`src/sbs_pkg.sv`:
```
package sbs_pkg;

  // Geometry limits: frame sizes above these are clamped.
  localparam int unsigned MaxWidth   = 4096;
  localparam int unsigned MaxHeight  = 4096;
  // The row counter sticks here, on a row that is never used.
  localparam int unsigned RowStick   = 8191;
  // Depth of the queue between classification and result generation.
  localparam int unsigned QueueDepth = 2;

  typedef enum logic [2:0] {
    REG_FRAME_WIDTH  = 3'd0,
    REG_FRAME_HEIGHT = 3'd1,
    REG_SKIP_LINES   = 3'd2,
    REG_HALVE_WIDTH  = 3'd3,
    REG_DOUBLE_ROWS  = 3'd4
  } cfg_reg_e;

  typedef struct packed {
    logic [12:0] frame_width;
    logic [12:0] frame_height;
    logic [10:0] skip_lines;
    logic        halve_width;
    logic        double_rows;
  } cfg_t;

  // One classified request: everything the back end needs to write results.
  typedef struct packed {
    logic [7:0]  value;
    logic [10:0] row;
    logic [12:0] col;
    logic [1:0]  plane;
    logic        dbl;
  } op_t;

endpackage

```
`src/stereo_top_bottom_to_side_by_side_core.sv`:
```
// Path: an accepted sample's request is written into the queue, then loaded into the result
// register, which drives the result port. Throughput: one sample per cycle while samples give
// one result on average and results are popped; when copying with row doubling each sample
// gives two results and the result port moves one per cycle, so the full queue holds input back.
// Reset (rst_ni, asynchronous, active low) restores the register defaults 640, 480, 0, 1, 0,
// clears the counters, held sample and plane, and empties the queue and result register.
module stereo_top_bottom_to_side_by_side_core import sbs_pkg::*; (
  input  logic        clk_i,
  input  logic        rst_ni,
  // Sample input, queue style.
  input  logic        push,
  output logic        full,
  input  logic [7:0]  sample_i,
  input  logic [1:0]  plane_i,
  input  logic        first_i,
  // Result output, queue style.
  output logic        empty,
  input  logic        pop,
  output logic [7:0]  value_o,
  output logic [11:0] out_row_o,
  output logic [12:0] out_col_o,
  output logic [1:0]  out_plane_o,
  output logic        last_o,
  // Configuration writes.
  input  logic        cfg_valid_i,
  output logic        cfg_ready_o,
  input  logic [2:0]  cfg_index_i,
  input  logic [12:0] cfg_data_i
);

  // The configuration is always ready; the user must make writes only while the block is idle,
  // as the block does not enforce this, so the geometry is read straight from these registers.
  cfg_t cfg_q;
  logic op_valid, q_full, q_empty, q_rd;
  op_t  op, q_data;

  assign cfg_ready_o = 1'b1;

  always_ff @(posedge clk_i or negedge rst_ni) begin
    if (!rst_ni) begin
      cfg_q.frame_width  <= 13'd640;
      cfg_q.frame_height <= 13'd480;
      cfg_q.skip_lines   <= 11'd0;
      cfg_q.halve_width  <= 1'b1;
      cfg_q.double_rows  <= 1'b0;
    end else if (cfg_valid_i && cfg_ready_o) begin
      unique case (cfg_reg_e'(cfg_index_i))
        REG_FRAME_WIDTH:  cfg_q.frame_width  <= cfg_data_i;
        REG_FRAME_HEIGHT: cfg_q.frame_height <= cfg_data_i;
        REG_SKIP_LINES:   cfg_q.skip_lines   <= cfg_data_i[10:0];
        REG_HALVE_WIDTH:  cfg_q.halve_width  <= cfg_data_i[0];
        REG_DOUBLE_ROWS:  cfg_q.double_rows  <= cfg_data_i[0];
        default: ;
      endcase
    end
  end

  // The front end tracks the raster position of each sample and decides in the same
  // cycle whether it yields a result, and where; only those become requests.
  assign full = q_full;

  sbs_front u_front (
    .clk_i      (clk_i),
    .rst_ni     (rst_ni),
    .cfg_i      (cfg_q),
    .push_i     (push),
    .sample_i   (sample_i),
    .plane_i    (plane_i),
    .first_i    (first_i),
    .q_full_i   (q_full),
    .op_valid_o (op_valid),
    .op_o       (op)
  );

  // A short queue decouples acceptance of samples from delivery of results.
  sbs_queue u_queue (
    .clk_i     (clk_i),
    .rst_ni    (rst_ni),
    .wr_i      (op_valid),
    .wr_data_i (op),
    .rd_i      (q_rd),
    .rd_data_o (q_data),
    .empty_o   (q_empty),
    .full_o    (q_full)
  );

  // The back end turns each request into one result, or two when rows are doubled, through a
  // result register; under a stall the queue holds requests, and once it is full input is held.
  sbs_back u_back (
    .clk_i       (clk_i),
    .rst_ni      (rst_ni),
    .q_empty_i   (q_empty),
    .q_data_i    (q_data),
    .q_rd_o      (q_rd),
    .pop_i       (pop),
    .empty_o     (empty),
    .value_o     (value_o),
    .out_row_o   (out_row_o),
    .out_col_o   (out_col_o),
    .out_plane_o (out_plane_o),
    .last_o      (last_o)
  );

endmodule

```
`src/sbs_front.sv`:
```
module sbs_front import sbs_pkg::*; (
  input  logic       clk_i,
  input  logic       rst_ni,
  input  cfg_t       cfg_i,
  input  logic       push_i,
  input  logic [7:0] sample_i,
  input  logic [1:0] plane_i,
  input  logic       first_i,
  input  logic       q_full_i,
  output logic       op_valid_o,
  output op_t        op_o
);

  logic [11:0] col_q, col_d;
  logic [12:0] row_q, row_d;
  logic [7:0]  held_q, held_d;
  logic [1:0]  plane_q, plane_d;

  logic        accept;
  logic [11:0] c;
  logic [12:0] r;
  logic [1:0]  pl;
  logic [12:0] w, h, pw, pw_eff, rstart, rend, c_next, rdiff;
  logic [11:0] dd, half, cnt;
  logic [10:0] sk;
  logic        cnt_pos, in_left, in_right, col_ok, emit;
  logic [8:0]  sum;

  assign accept = push_i && !q_full_i;

  always_comb begin
    c  = first_i ? '0 : col_q;
    r  = first_i ? '0 : row_q;
    pl = first_i ? plane_i : plane_q;

    w = (cfg_i.frame_width  > 13'(MaxWidth))  ? 13'(MaxWidth)  : cfg_i.frame_width;
    h = (cfg_i.frame_height > 13'(MaxHeight)) ? 13'(MaxHeight) : cfg_i.frame_height;

    if (pl == 2'd0) begin
      pw   = w;
      dd   = w[12:1];
      half = h[12:1];
      sk   = cfg_i.skip_lines;
    end else begin
      pw   = {1'b0, w[12:1]};
      dd   = {1'b0, w[12:2]};
      half = {1'b0, h[12:2]};
      sk   = {1'b0, cfg_i.skip_lines[10:1]};
    end
    pw_eff = (pw == '0) ? 13'd1 : pw;

    // Used rows: the left view starts at row zero, the right view after the seam.
    cnt_pos  = half > {1'b0, sk};
    cnt      = half - {1'b0, sk};
    rstart   = {1'b0, half} + {2'b00, sk};
    rend     = {half, 1'b0};
    in_left  = cnt_pos && (r < {1'b0, cnt});
    in_right = cnt_pos && !in_left && (r >= rstart) && (r < rend);
    rdiff    = r - rstart;
    col_ok   = {1'b0, c} < {dd, 1'b0};
    sum      = {1'b0, held_q} + {1'b0, sample_i};

    op_o.plane = pl;
    op_o.dbl   = cfg_i.double_rows;
    op_o.row   = in_right ? rdiff[10:0] : r[10:0];
    if (cfg_i.halve_width) begin
      emit       = c[0];
      op_o.value = sum[8:1];
      op_o.col   = {2'b00, c[11:1]} + (in_right ? {1'b0, dd} : 13'd0);
    end else begin
      emit       = 1'b1;
      op_o.value = sample_i;
      op_o.col   = {1'b0, c} + (in_right ? {dd, 1'b0} : 13'd0);
    end
    op_valid_o = accept && (in_left || in_right) && col_ok && emit;

    // Counter update, taken only when a sample is accepted.
    c_next  = {1'b0, c} + 13'd1;
    col_d   = col_q;
    row_d   = row_q;
    held_d  = held_q;
    plane_d = plane_q;
    if (accept) begin
      plane_d = pl;
      if (!c[0]) begin
        held_d = sample_i;
      end
      if (c_next >= pw_eff) begin
        col_d = '0;
        row_d = (r < 13'(RowStick)) ? r + 13'd1 : r;
      end else begin
        col_d = c_next[11:0];
        row_d = r;
      end
    end
  end

  always_ff @(posedge clk_i or negedge rst_ni) begin
    if (!rst_ni) begin
      col_q   <= '0;
      row_q   <= '0;
      held_q  <= '0;
      plane_q <= '0;
    end else begin
      col_q   <= col_d;
      row_q   <= row_d;
      held_q  <= held_d;
      plane_q <= plane_d;
    end
  end

endmodule

```
`src/sbs_queue.sv`:
```
module sbs_queue import sbs_pkg::*; (
  input  logic clk_i,
  input  logic rst_ni,
  input  logic wr_i,
  input  op_t  wr_data_i,
  input  logic rd_i,
  output op_t  rd_data_o,
  output logic empty_o,
  output logic full_o
);

  localparam int unsigned PtrW = (QueueDepth > 1) ? $clog2(QueueDepth) : 1;
  localparam int unsigned CntW = $clog2(QueueDepth + 1);

  op_t             mem_q [QueueDepth];
  logic [PtrW-1:0] wr_ptr_q, rd_ptr_q;
  logic [CntW-1:0] count_q;
  logic            do_wr, do_rd;

  assign empty_o   = (count_q == '0);
  assign full_o    = (count_q == CntW'(QueueDepth));
  assign do_wr     = wr_i && !full_o;
  assign do_rd     = rd_i && !empty_o;
  assign rd_data_o = mem_q[rd_ptr_q];

  always_ff @(posedge clk_i) begin
    if (do_wr) begin
      mem_q[wr_ptr_q] <= wr_data_i;
    end
  end

  always_ff @(posedge clk_i or negedge rst_ni) begin
    if (!rst_ni) begin
      wr_ptr_q <= '0;
      rd_ptr_q <= '0;
      count_q  <= '0;
    end else begin
      if (do_wr) begin
        wr_ptr_q <= (wr_ptr_q == PtrW'(QueueDepth - 1)) ? '0 : wr_ptr_q + 1'b1;
      end
      if (do_rd) begin
        rd_ptr_q <= (rd_ptr_q == PtrW'(QueueDepth - 1)) ? '0 : rd_ptr_q + 1'b1;
      end
      if (do_wr && !do_rd) begin
        count_q <= count_q + 1'b1;
      end else if (do_rd && !do_wr) begin
        count_q <= count_q - 1'b1;
      end
    end
  end

`ifndef SYNTHESIS
  assert property (@(posedge clk_i) disable iff (!rst_ni) count_q <= CntW'(QueueDepth))
    else $error("queue occupancy beyond its depth");
  assert property (@(posedge clk_i) disable iff (!rst_ni) wr_i |-> !full_o)
    else $error("request written into a full queue");
`endif

endmodule

```
`src/sbs_back.sv`:
```
module sbs_back import sbs_pkg::*; (
  input  logic        clk_i,
  input  logic        rst_ni,
  input  logic        q_empty_i,
  input  op_t         q_data_i,
  output logic        q_rd_o,
  input  logic        pop_i,
  output logic        empty_o,
  output logic [7:0]  value_o,
  output logic [11:0] out_row_o,
  output logic [12:0] out_col_o,
  output logic [1:0]  out_plane_o,
  output logic        last_o
);

  logic        out_v_q, out_v_d;
  logic        phase_q, phase_d;
  logic [7:0]  value_q;
  logic [11:0] row_q, row_d;
  logic [12:0] col_q;
  logic [1:0]  plane_q;
  logic        last_q, last_d;
  logic        load;

  assign load = !q_empty_i && (!out_v_q || pop_i);

  always_comb begin
    phase_d = phase_q;
    q_rd_o  = 1'b0;
    row_d   = row_q;
    last_d  = last_q;
    if (load) begin
      if (q_data_i.dbl && !phase_q) begin
        // First of a doubled pair: the request stays at the head.
        row_d   = {q_data_i.row, 1'b0};
        last_d  = 1'b0;
        phase_d = 1'b1;
      end else begin
        row_d   = q_data_i.dbl ? {q_data_i.row, 1'b1} : {1'b0, q_data_i.row};
        last_d  = 1'b1;
        phase_d = 1'b0;
        q_rd_o  = 1'b1;
      end
    end
    out_v_d = load || (out_v_q && !pop_i);
  end

  always_ff @(posedge clk_i or negedge rst_ni) begin
    if (!rst_ni) begin
      out_v_q <= 1'b0;
      phase_q <= 1'b0;
    end else begin
      out_v_q <= out_v_d;
      phase_q <= phase_d;
    end
  end

  always_ff @(posedge clk_i) begin
    if (load) begin
      value_q <= q_data_i.value;
      col_q   <= q_data_i.col;
      plane_q <= q_data_i.plane;
    end
    row_q  <= row_d;
    last_q <= last_d;
  end

  assign empty_o     = !out_v_q;
  assign value_o     = value_q;
  assign out_row_o   = row_q;
  assign out_col_o   = col_q;
  assign out_plane_o = plane_q;
  assign last_o      = last_q;

`ifndef SYNTHESIS
  assert property (@(posedge clk_i) disable iff (!rst_ni) phase_q |-> !q_empty_i)
    else $error("second row of a pair pending with no request queued");
  assert property (@(posedge clk_i) disable iff (!rst_ni) (out_v_q && !last_q) |-> phase_q)
    else $error("non-final result shown without its pair pending");
`endif

endmodule
```
`config.mk`:
```
export PLATFORM = sky130hd
export DESIGN_NAME = stereo_top_bottom_to_side_by_side_core
export DESIGN_NICKNAME = d
export VERILOG_FILES = /design/src/sbs_pkg.sv /design/src/stereo_top_bottom_to_side_by_side_core.sv /design/src/sbs_front.sv /design/src/sbs_queue.sv /design/src/sbs_back.sv
export SDC_FILE = /design/constraint.sdc
export NUM_CORES = 1
export LEC_CHECK = 0
export BUFFER_PORTS_ARGS = -buffer_cell sky130_fd_sc_hd__buf_2
export CORE_ASPECT_RATIO = 1.2
export CORE_MARGIN = 2
export CORE_UTILIZATION = 56
export DETAILED_ROUTE_END_ITERATION = 7
export GPL_ROUTABILITY_DRIVEN = 0
export PLACE_DENSITY = 0.77
export SLEW_MARGIN = 20
export SYNTH_ARGS = -nofsm -noshare
export SYNTH_HDL_FRONTEND = slang
export SYNTH_SLANG_ARGS = --single-unit
```
`constraint.sdc`:
```
create_clock -name clk_i -period 11.3 [get_ports clk_i]
set_input_delay 0.565 -clock clk_i [delete_from_list [all_inputs] [get_ports clk_i]]
set_output_delay 0.565 -clock clk_i [all_outputs]
set_load 0.02 [all_outputs]
```
; ---- Word-level counts from Yosys, hierarchy flattened
; Memory sizes are Yosys's and may differ from the RTL's.
; Cells that the tools add are included.
[op_classes]
bitwise_logic = 1
n_eq_ne = 5
order_cmp = 9
reduce_logical = 37
add_sub_neg = 12
muxes = 30
[ops]
columns = cell, count
row1 = 2-to-1 mux 13 bit, 9
row2 = 2-to-1 mux 12 bit, 7
row3 = greater-or-equal comparator 13 bit, 2
row4 = > comparator 13 bit (second input constant), 2
row5 = 2-to-1 mux 11 bit, 2
row6 = logical AND 1 bit, 15
row7 = adder 11 x 13 -> 13 bit, 1
row8 = adder 12 x 1 -> 13 bit (second input constant), 1
row9 = adder 12 x 11 -> 13 bit, 1
row10 = adder 12 x 13 -> 13 bit, 1
row11 = adder 13 x 1 -> 13 bit (second input constant), 1
row12 = logical NOT 13 bit, 1
row13 = less-than comparator 12 x 13 -> 1 bit, 1
row14 = less-than comparator 13 x 12 -> 1 bit, 1
row15 = less-than comparator 13 bit, 1
row16 = less-than comparator 13 bit (second input constant), 1
row17 = > comparator 12 x 11 -> 1 bit, 1
row18 = AND reduction 2 bit, 6
row19 = subtractor 12 x 11 -> 12 bit, 1
row20 = subtractor 11 bit, 1
row21 = adder 8 x 8 -> 9 bit, 1
row22 = logical NOT 1 bit, 8
row23 = 2-to-1 mux 1 bit, 8
row24 = 2-to-1 mux 8 bit, 1
row25 = 13 further kinds, 20
[word_totals]
ram_bits = 70
regBits = 116
elab_cells = 115
in_bits = 32
out_inout_bits = 39
mem_count = 1
[mem_list]
columns = memory, words, word_bits, read_ports, rd_clocked_by_memory_dff, write_ports, line
row1 = u_queue.mem_q, 2, 35, 1, 0, 1, sbs_queue.sv:15  ; op_t mem_q [QueueDepth];

; ---- Longest topological paths before layout
; Gate-level depths: netlist of the first run.
[depth]
ltp_word = 19
mapped_depth = 39

; ---- Hierarchy
; A second synthesis of the first run with hierarchy kept.
[hier_totals]
hier_cells = 1125
area_unflattened_um2 = 12249.2
[by_module_without_submodules]
columns = mod, area_per_inst_um2, cells_each, instances
row1 = sbs_front, 6481.2, 850, 1
row2 = sbs_queue, 2872.8, 128, 1
row3 = stereo_top_bottom_to_side_by_side_core, 1542.7, 88, 1
row4 = sbs_back, 1352.5, 59, 1

; ---- Worst setup path after synthesis of the first run
; OpenSTA, ideal clock, no wires.
[synth_timing]
path_kind = input port to flip-flop
from = input port first_i
to = memory u_queue.mem_q[0][0] (netlist name) (enable)
setup_slack_ns = 2.504
arrival_ns = 8.281
stages = 24
n_path_buf = 5
setup_ns = 0.515
path_cell_list = clkbuf_1 buf_2 a21o_1 buf_1 buf_2 mux2i_1 ha_1 clkbuf_1 nand2b_1 a21oi_1 o21ai_0 a21o_1 a211oi_1 o21bai_1 a21oi_1 a31oi_1 ha_1 nand4_1 nor4_1 or3_1 a211o_1 nand3_1 a221o_1 nor4_1
[synth_between]
elab_chain_len = 17
elab_cells_between_ends = 27
[synth_lines]
columns = element, line
row1 = from (decl), stereo_top_bottom_to_side_by_side_core.sv:15  ; input logic first_i,
row2 = 2-to-1 mux 2 bit, sbs_front.sv:34  ; pl = first_i ? plane_i : plane_q;
row3 = logical NOT 2 bit, sbs_front.sv:39  ; if (pl == 2'd0) begin
row4 = 2-to-1 mux 12 bit / 2-to-1 mux 11 bit (equally long branches), sbs_front.sv:39
row5 = subtractor 12 x 11 -> 12 bit, sbs_front.sv:54  ; cnt = half - {1'b0, sk};
row6 = less-than comparator 13 x 12 -> 1 bit, sbs_front.sv:57  ; in_left = cnt_pos && (r < {1'b0, cnt});
row7 = logical AND 1 bit, sbs_front.sv:57
row8 = logical NOT 1 bit, sbs_front.sv:58  ; in_right = cnt_pos && !in_left && (r >= rstart) && (r < rend);
row9 = logical AND 1 bit (3 in series), sbs_front.sv:58
row10 = logical OR 1 bit, sbs_front.sv:75  ; op_valid_o = accept && (in_left || in_right) && col_ok && emit;
row11 = logical AND 1 bit (2 in series), sbs_front.sv:75
row12 = logical AND 1 bit (*), sbs_front.sv:75
row13 = logical AND 1 bit (*), sbs_queue.sv:22  ; assign do_wr = wr_i && !full_o;
row14 = 2-to-1 mux 1 bit (*), sbs_queue.sv:27  ; if (do_wr) begin
row15 = 2-to-1 mux 1 bit (not written as such) (*), sbs_queue.sv:28  ; mem_q[wr_ptr_q] <= wr_data_i;
row16 = to (decl), sbs_queue.sv:15
; Mark *: on every way between the ends. The rest lies on a longest branch, timed or not.

==> impl_metrics.csv, run 1 <==
group,metric,value,unit
timing,worstMarginPinSlew,1.015,ns
timing,finalWorstPathRequiredPeriod,8.354,ns
layout,antenna_cells,0,
timing,slew_headroom,0.3236,
timing,fin_worst_skew,0.01174,ns
pwr,pwr-share-seq,0.355,
worst_setup_path,critPathCaptureType,"flip-flop",
placement,place_area,12420,um2
floorplanning,ios,71,
floorplanning,start_util,0.5672,
global_route,antenna_found_initial,0,
synthesis,synth.area.top_cells,"edfxtp_1 27%, dfrtp_1 15%, ha_1 11%",
global_route,grt_max_degree,50,
global_route,grt_pass1_vias,8476,
pwr,combPwrFrac,0.432,
pwr,switching_share,0.4021,
synthesis,synth.avg_cell_area,10.48,um2
routing,wire_per_inst,17.71,um
layout,final_common_cell,"edfxtp_1",
synthesis,yosysTopAreaCell,"edfxtp_1",
timing,slew_violations,0,
worst_hold_path,hp-class,"in -> async",
layout,fin_area,13080,um2
layout,layout_common_cells,"106 x edfxtp_1, 105 x nand2_1, 101 x ha_1, 79 x mux2_2, 72 x dfrtp_1",
worst_setup_path,crit_top_cell,"nor2_1",
timing,finalCritPeriodShare,0.7393,
worst_setup_path,cp-start-kind,"input pin",
synthesis,seq_area_frac_synth,0.4396,
synthesis,yosys.cell_types.count,61,
global_route,grt_pass1_wl,42110,um
routing,drt-initial-drc-count,554,
synthesis,yosys_warnings,0,
pwr,p_int,1.813,mW
synthesis,synth_edf_count,106,
timing,whs,0.08509,ns
clocking,cts_root_buf,"clkbuf_16",
floorplanning,rows,58,
synthesis,ys_ff_latch,186,
floorplanning,die-width,136.6,um
synthesis,synth_top_area_frac,0.2694,
floorplanning,die_h,163.1,um
clocking,h-tree-depth,4,
layout,nNetsFinal,1318,
pwr,p_sw,1.219,mW
placement,hpwlAfterDp,19100,um
routing,drt_first_pass_iters,8,
clocking,cts_tree,"yes",
clocking,cts_buffers,17,
worst_setup_path,required,11.49,ns
layout,drive_gt1_frac,0.1785,
synthesis,syn_nets,1265,
timing,setup_tns,0,ns
timing,final-setup-viol-count,0,
floorplanning,die_area,22280,um2
clocking,holdBufCountCts,0,
routing,vias,8819,
timing,finalHoldViolCount,0,
outcome,status,"complete, no violations",
synthesis,ys.flop_type,"edfxtp_1",
synthesis,synthCells,1127,
worst_setup_path,critical_path.max_fanout,40,
job,cap_viol_max_count,0,
worst_setup_path,critPathKind,"in -> reg",
global_route,grt_overflow_total,0,
clocking,clk_path_buf_depth,2,
routing,totalWireLength,25910,um
timing,rsz0062_at_grt,"no",
synthesis,synth_area,11810,um2
clocking,path_clk_slew,0.08,ns
pwr,p_clk_frac,0.213,
clocking,cts.repair.resized,0,
clocking,clk_latency,0.45,ns
pwr,cellLeakagePower,5.705,nW
pwr,ir_worst_vdd,0.0002383,V
floorplanning,fp.coreArea,20830,um2
worst_setup_path,worstPathArrival,8.54,ns
timing,fmax,0.1197,GHz
synthesis,synth-async-reset-ratio,0.4301,
global_route,track_usage,0.2402,
clocking,cts_sinks,186,
placement,portBuffers,69,
worst_setup_path,cp_slowest_stage_delay,0.81,ns
routing,via_per_inst,6.028,
layout,syn2layout_area_growth,10.71,%
routing,drc,0,
worst_setup_path,crit_path_top_delay_cell,"or2_1",
routing,ant_nets,0,
pwr,power_density,231.9,nW/um2
clocking,postCtsSetupBuffers,0,
## routing by layer
metal | GRT usage | wire, um | up-vias
met5 | 0 | 0 | -
met1 | 0.3212 | 11380 | 4266
met3 | 0.03073 | 1298 | 58
met2 | 0.3977 | 12570 | 282
li1 | - | - | 4213
met4 | 0.09186 | 660 | 0
## Yosys cell counts (6+ instances only)
master	number
nand3_1	25
dfstp_2	7
o21a_1	9
nor2b_1	40
nor2_1	66
o41ai_1	6
nand2b_1	11
dfrtp_1	73
xor2_1	33
nand2_1	105
buf_2	8
mux2_2	79
a211oi_1	19
and3_1	11
nor3_1	17
mux2i_1	37
nand4_1	18
edfxtp_1	106
a21oi_1	51
o21ai_0	56
clkbuf_1	25
ha_1	101
nor4_1	14
xnor2_1	29
a31oi_1	8
inv_1	58
or3_1	8
a21o_1	29
and2_1	8
buf_1	9
## flip-flops by register name, indices dropped and copies added, names as in the netlist, 2 cells and up
register            count
cfg_q                  39
u_back.out_plane_o      2
u_queue.count_q         2
u_front.held_q          8
u_front.row_q          13
u_back.out_col_o       13
u_back.out_row_o       12
u_front.plane_q         2
u_front.col_q          12
u_back.value_o          8
u_queue.mem_q          70
## logic make-up after synthesis
| logic type | after synthesis | share of synthesized area |
|---|---|---|
| DFF | 186 | 0.4396 |
| other | 1 | 0.0003174 |
| AOI/OAI and AO/OA | 216 | 0.1179 |
| muxes | 116 | 0.1067 |
| and+or+nand+nor | 338 | 0.1405 |
| adders and majority gates | 106 | 0.1154 |
| buffers and inverters | 102 | 0.03357 |
| xor gates and xnor gates | 62 | 0.04596 |
## worst max-delay path: cells and delay by family
family | cells | cell delay (ns)
buf+inv | 3 | 0.71
fa+ha+maj | 4 | 1.11
mux | 1 | 0.28
xor+xnor | 2 | 0.29
compound gates | 13 | 3.45
simple gates | 10 | 2.08
## final cells by class
cell class              count  area [um2]
fillers                  1621        7749
inverters                  59       221.5
multi-input cells         839        6269
repair buffers             77       407.9
clock inverters            15       222.7
flip-flops and latches    186        5195
well taps                 270       337.8
clock buffers              17       425.4
## through the flow
stage,instances,util,setup slack [ns],power [mW]
2_1_floorplan,1127,-,2.504,2.039
3_3_place_gp,1431,0.5964,2.910,2.335
3_5_place_dp,1431,0.5964,2.661,2.377
4_1_cts,1463,0.6275,3.085,3.027
5_1_grt,1463,0.6280,2.275,3.227
6_report,1463,0.6280,2.946,3.032
## worst paths after layout
check | startpoint | to | slack, ns | cells past startpoint
min in group clk_i | pop | u_back.out_v_q | 0.34 | 2
setup / recovery | first_i | u_queue.mem_q[0][14] | 2.95 | 33
hold reg to reg | u_queue.count_q[1] | u_queue.count_q[1] | 0.50 | 1
hold / removal | rst_ni | cfg_q[36] | 0.09 | 1
setup reg to reg | u_front.plane_q[0] | u_queue.mem_q[0][14] | 3.08 | 31
max in group asynchronous | rst_ni | u_queue.rd_ptr_q | 10.24 | 2
## power by group through the flow
stage / logic [mW] / registers, mW / clock network, mW
finish: 1.31 / 1.08 / 0.647
detailed placement: 1.29 / 1.09 / 0
global route: 1.45 / 1.10 / 0.681
CTS: 1.30 / 1.08 / 0.653
global placement: 1.25 / 1.08 / 0
floorplan: 0.935 / 1.10 / 0
Power figures use the tool's default switching activity.
==> inputs of run 2 (changes only) <==
==> constraint.sdc (replaced) <==
create_clock -name clk_i -period 8.09 [get_ports clk_i]
set_input_delay 0.4045 -clock clk_i [delete_from_list [all_inputs] [get_ports clk_i]]
set_output_delay 0.4045 -clock clk_i [all_outputs]
set_load 0.02 [all_outputs]
==> impl_metrics.csv, run 2 (synthesis results as in run 1) <==
group,metric,value,unit
outcome,status,"complete, no violations",
timing,finalHoldViolCount,0,
clocking,cts_root_buf,"clkbuf_16",
timing,slew_violations,0,
worst_setup_path,critPathCaptureType,"flip-flop",
layout,drive_gt1_frac,0.1839,
timing,rsz0062_at_grt,"no",
layout,top_register,"u_queue.mem_q",
worst_setup_path,cp-start-kind,"flip-flop",
pwr,power_density,321.1,nW/um2
clocking,cts_buffers,17,
worst_hold_path,worstHoldPathCells,2,
layout,nNetsFinal,1327,
pwr,ir_worst_vdd,0.0003043,V
clocking,h-tree-depth,4,
worst_setup_path,critPathKind,"reg -> reg",
placement,place_inst,1439,
clocking,path_clk_slew,0.08,ns
placement,place_area,12490,um2
floorplanning,ios,71,
routing,via_per_inst,5.998,
floorplanning,fp.coreArea,20830,um2
routing,drt-initial-drc-count,696,
routing,totalWireLength,26090,um
floorplanning,die-width,136.6,um
timing,setup_tns,0,ns
clocking,clk_path_buf_depth,2,
routing,vias,8829,
floorplanning,rows,58,
worst_setup_path,r2r_cells,32,
worst_setup_path,cp_slowest_stage_delay,0.48,ns
pwr,cellLeakagePower,5.740,nW
worst_setup_path,ff2ff_setup_slack,0.60,ns
routing,drc,0,
timing,fmax,0.1336,GHz
layout,final_common_cell,"edfxtp_1",
routing,ant_nets,0,
job,cap_viol_max_count,0,
timing,final-setup-viol-count,0,
floorplanning,start_util,0.5672,
routing,drt_first_pass_iters,6,
clocking,cts_tree,"yes",
layout,fin_area,13140,um2
clocking,clk_latency,0.45,ns
layout,reg_top3,"u_queue.mem_q (70), cfg_q (39)",
placement,portBuffers,69,
worst_setup_path,r2r_start,"u_front.plane_q[0]",
worst_setup_path,crit_path_top_delay_cell,"a21oi_4",
floorplanning,die_area,22280,um2
global_route,grt_overflow_total,0,
timing,finalWorstPathRequiredPeriod,7.486,ns
placement,hpwlAfterDp,19340,um
worst_setup_path,required,8.29,ns
worst_hold_path,whs_endpoint,"u_back.out_v_q",
routing,wire_per_inst,17.72,um
timing,fin_worst_skew,0.01331,ns
floorplanning,die_h,163.1,um
layout,largest_reg_flops,70,
worst_hold_path,worstHoldStart,"pop",
timing,slew_headroom,0.3509,
worst_hold_path,hp-class,"in -> reg",
global_route,grt_pass1_wl,42370,um
global_route,track_usage,0.2420,
worst_setup_path,rr_endpoint,"u_queue.mem_q[0][14]",
layout,syn2layout_area_growth,11.22,%
global_route,grt_max_degree,50,
clocking,cts_sinks,186,
worst_setup_path,critical_path.max_fanout,14,
worst_setup_path,worstPathArrival,7.68,ns
layout,layout_common_cells,"106 x edfxtp_1, 105 x nand2_1, 101 x ha_1, 79 x mux2_2, 72 x dfrtp_1",
layout,antenna_cells,0,
global_route,grt_pass1_vias,8676,
layout,instances_no_fill,1472,
timing,worstMarginPinSlew,0.9737,ns
timing,finalCritPeriodShare,0.9253,
global_route,antenna_found_initial,0,
[run 2: metal layers]
layer	GRT usage	vias to the layer above	part of all wire
met4	0.09375	0	0.027
met2	0.4118	301	0.50
li1	-	4213	-
met1	0.3116	4258	0.43
met3	0.03352	57	0.051
met5	0	-	0
[run 2: area by class of cell]
| cell class | instances | area (um2) |
|---|---|---|
| Fill cell | 1602 | 7689 |
| Inverter | 59 | 221.5 |
| Multi-Input combinational cell | 839 | 6276 |
| Timing Repair Buffer | 86 | 478.0 |
| Sequential cell | 186 | 5195 |
| Tap cell | 270 | 337.8 |
| Clock inverter | 15 | 205.2 |
| Clock buffer | 17 | 425.4 |
[run 2: how the worst max path moves through the flow]
stage                       startpoint              endpoint  slack, ns  cells after the start
global placement               first_i  u_queue.mem_q[0][14]       0.72                     33
finish              u_front.plane_q[0]  u_queue.mem_q[0][14]       0.60                     32
floorplan                      first_i  u_queue.mem_q[0][14]       0.78                     37
detailed placement             first_i  u_queue.mem_q[0][14]       0.48                     32
global route        u_front.plane_q[0]  u_queue.mem_q[1][14]       0.05                     32
CTS                 u_front.plane_q[0]  u_queue.mem_q[0][14]       0.56                     31
[run 2: what timing repair did]
item,CTS,global route
hold endpoints to repair,32,0
hold buffers,1,0
resized for setup,0,1
setup buffers,0,0
setup endpoints to repair,0,2
[run 2: critical path: cells and delay by family (launching register included)]
kind | cells | cell delay (ns)
adders and majority gates | 4 | 1.28
AOI/OAI and AO/OA | 13 | 2.87
muxes | 1 | 0.15
buffers and inverters | 1 | 0.07
xor gates and xnor gates | 2 | 0.30
DFF | 1 | 0.39
and+or+nand+nor | 11 | 2.12
[run 2: metrics by stage]
step / setup WS, ns / util / hold WS, ns / total power, mW
2_1_floorplan: 0.7759 / - / 0.1089 / 2.849
3_3_place_gp: 0.7186 / 0.5997 / 0.4098 / 3.279
3_5_place_dp: 0.4784 / 0.5997 / 0.4065 / 3.337
4_1_cts: 0.5627 / 0.6305 / 0.1610 / 4.222
5_1_grt: 0.04848 / 0.6308 / 0.1904 / 4.475
6_report: 0.6042 / 0.6308 / 0.1625 / 4.218
[run 2: where the power goes]
group,leakage [nW],internal (mW),total [mW],switching [mW]
logic,3.45,0.756,1.85,1.09
registers,1.98,1.32,1.50,0.178
clock network,0.306,0.432,0.874,0.442
total,5.74,2.51,4.22,1.71
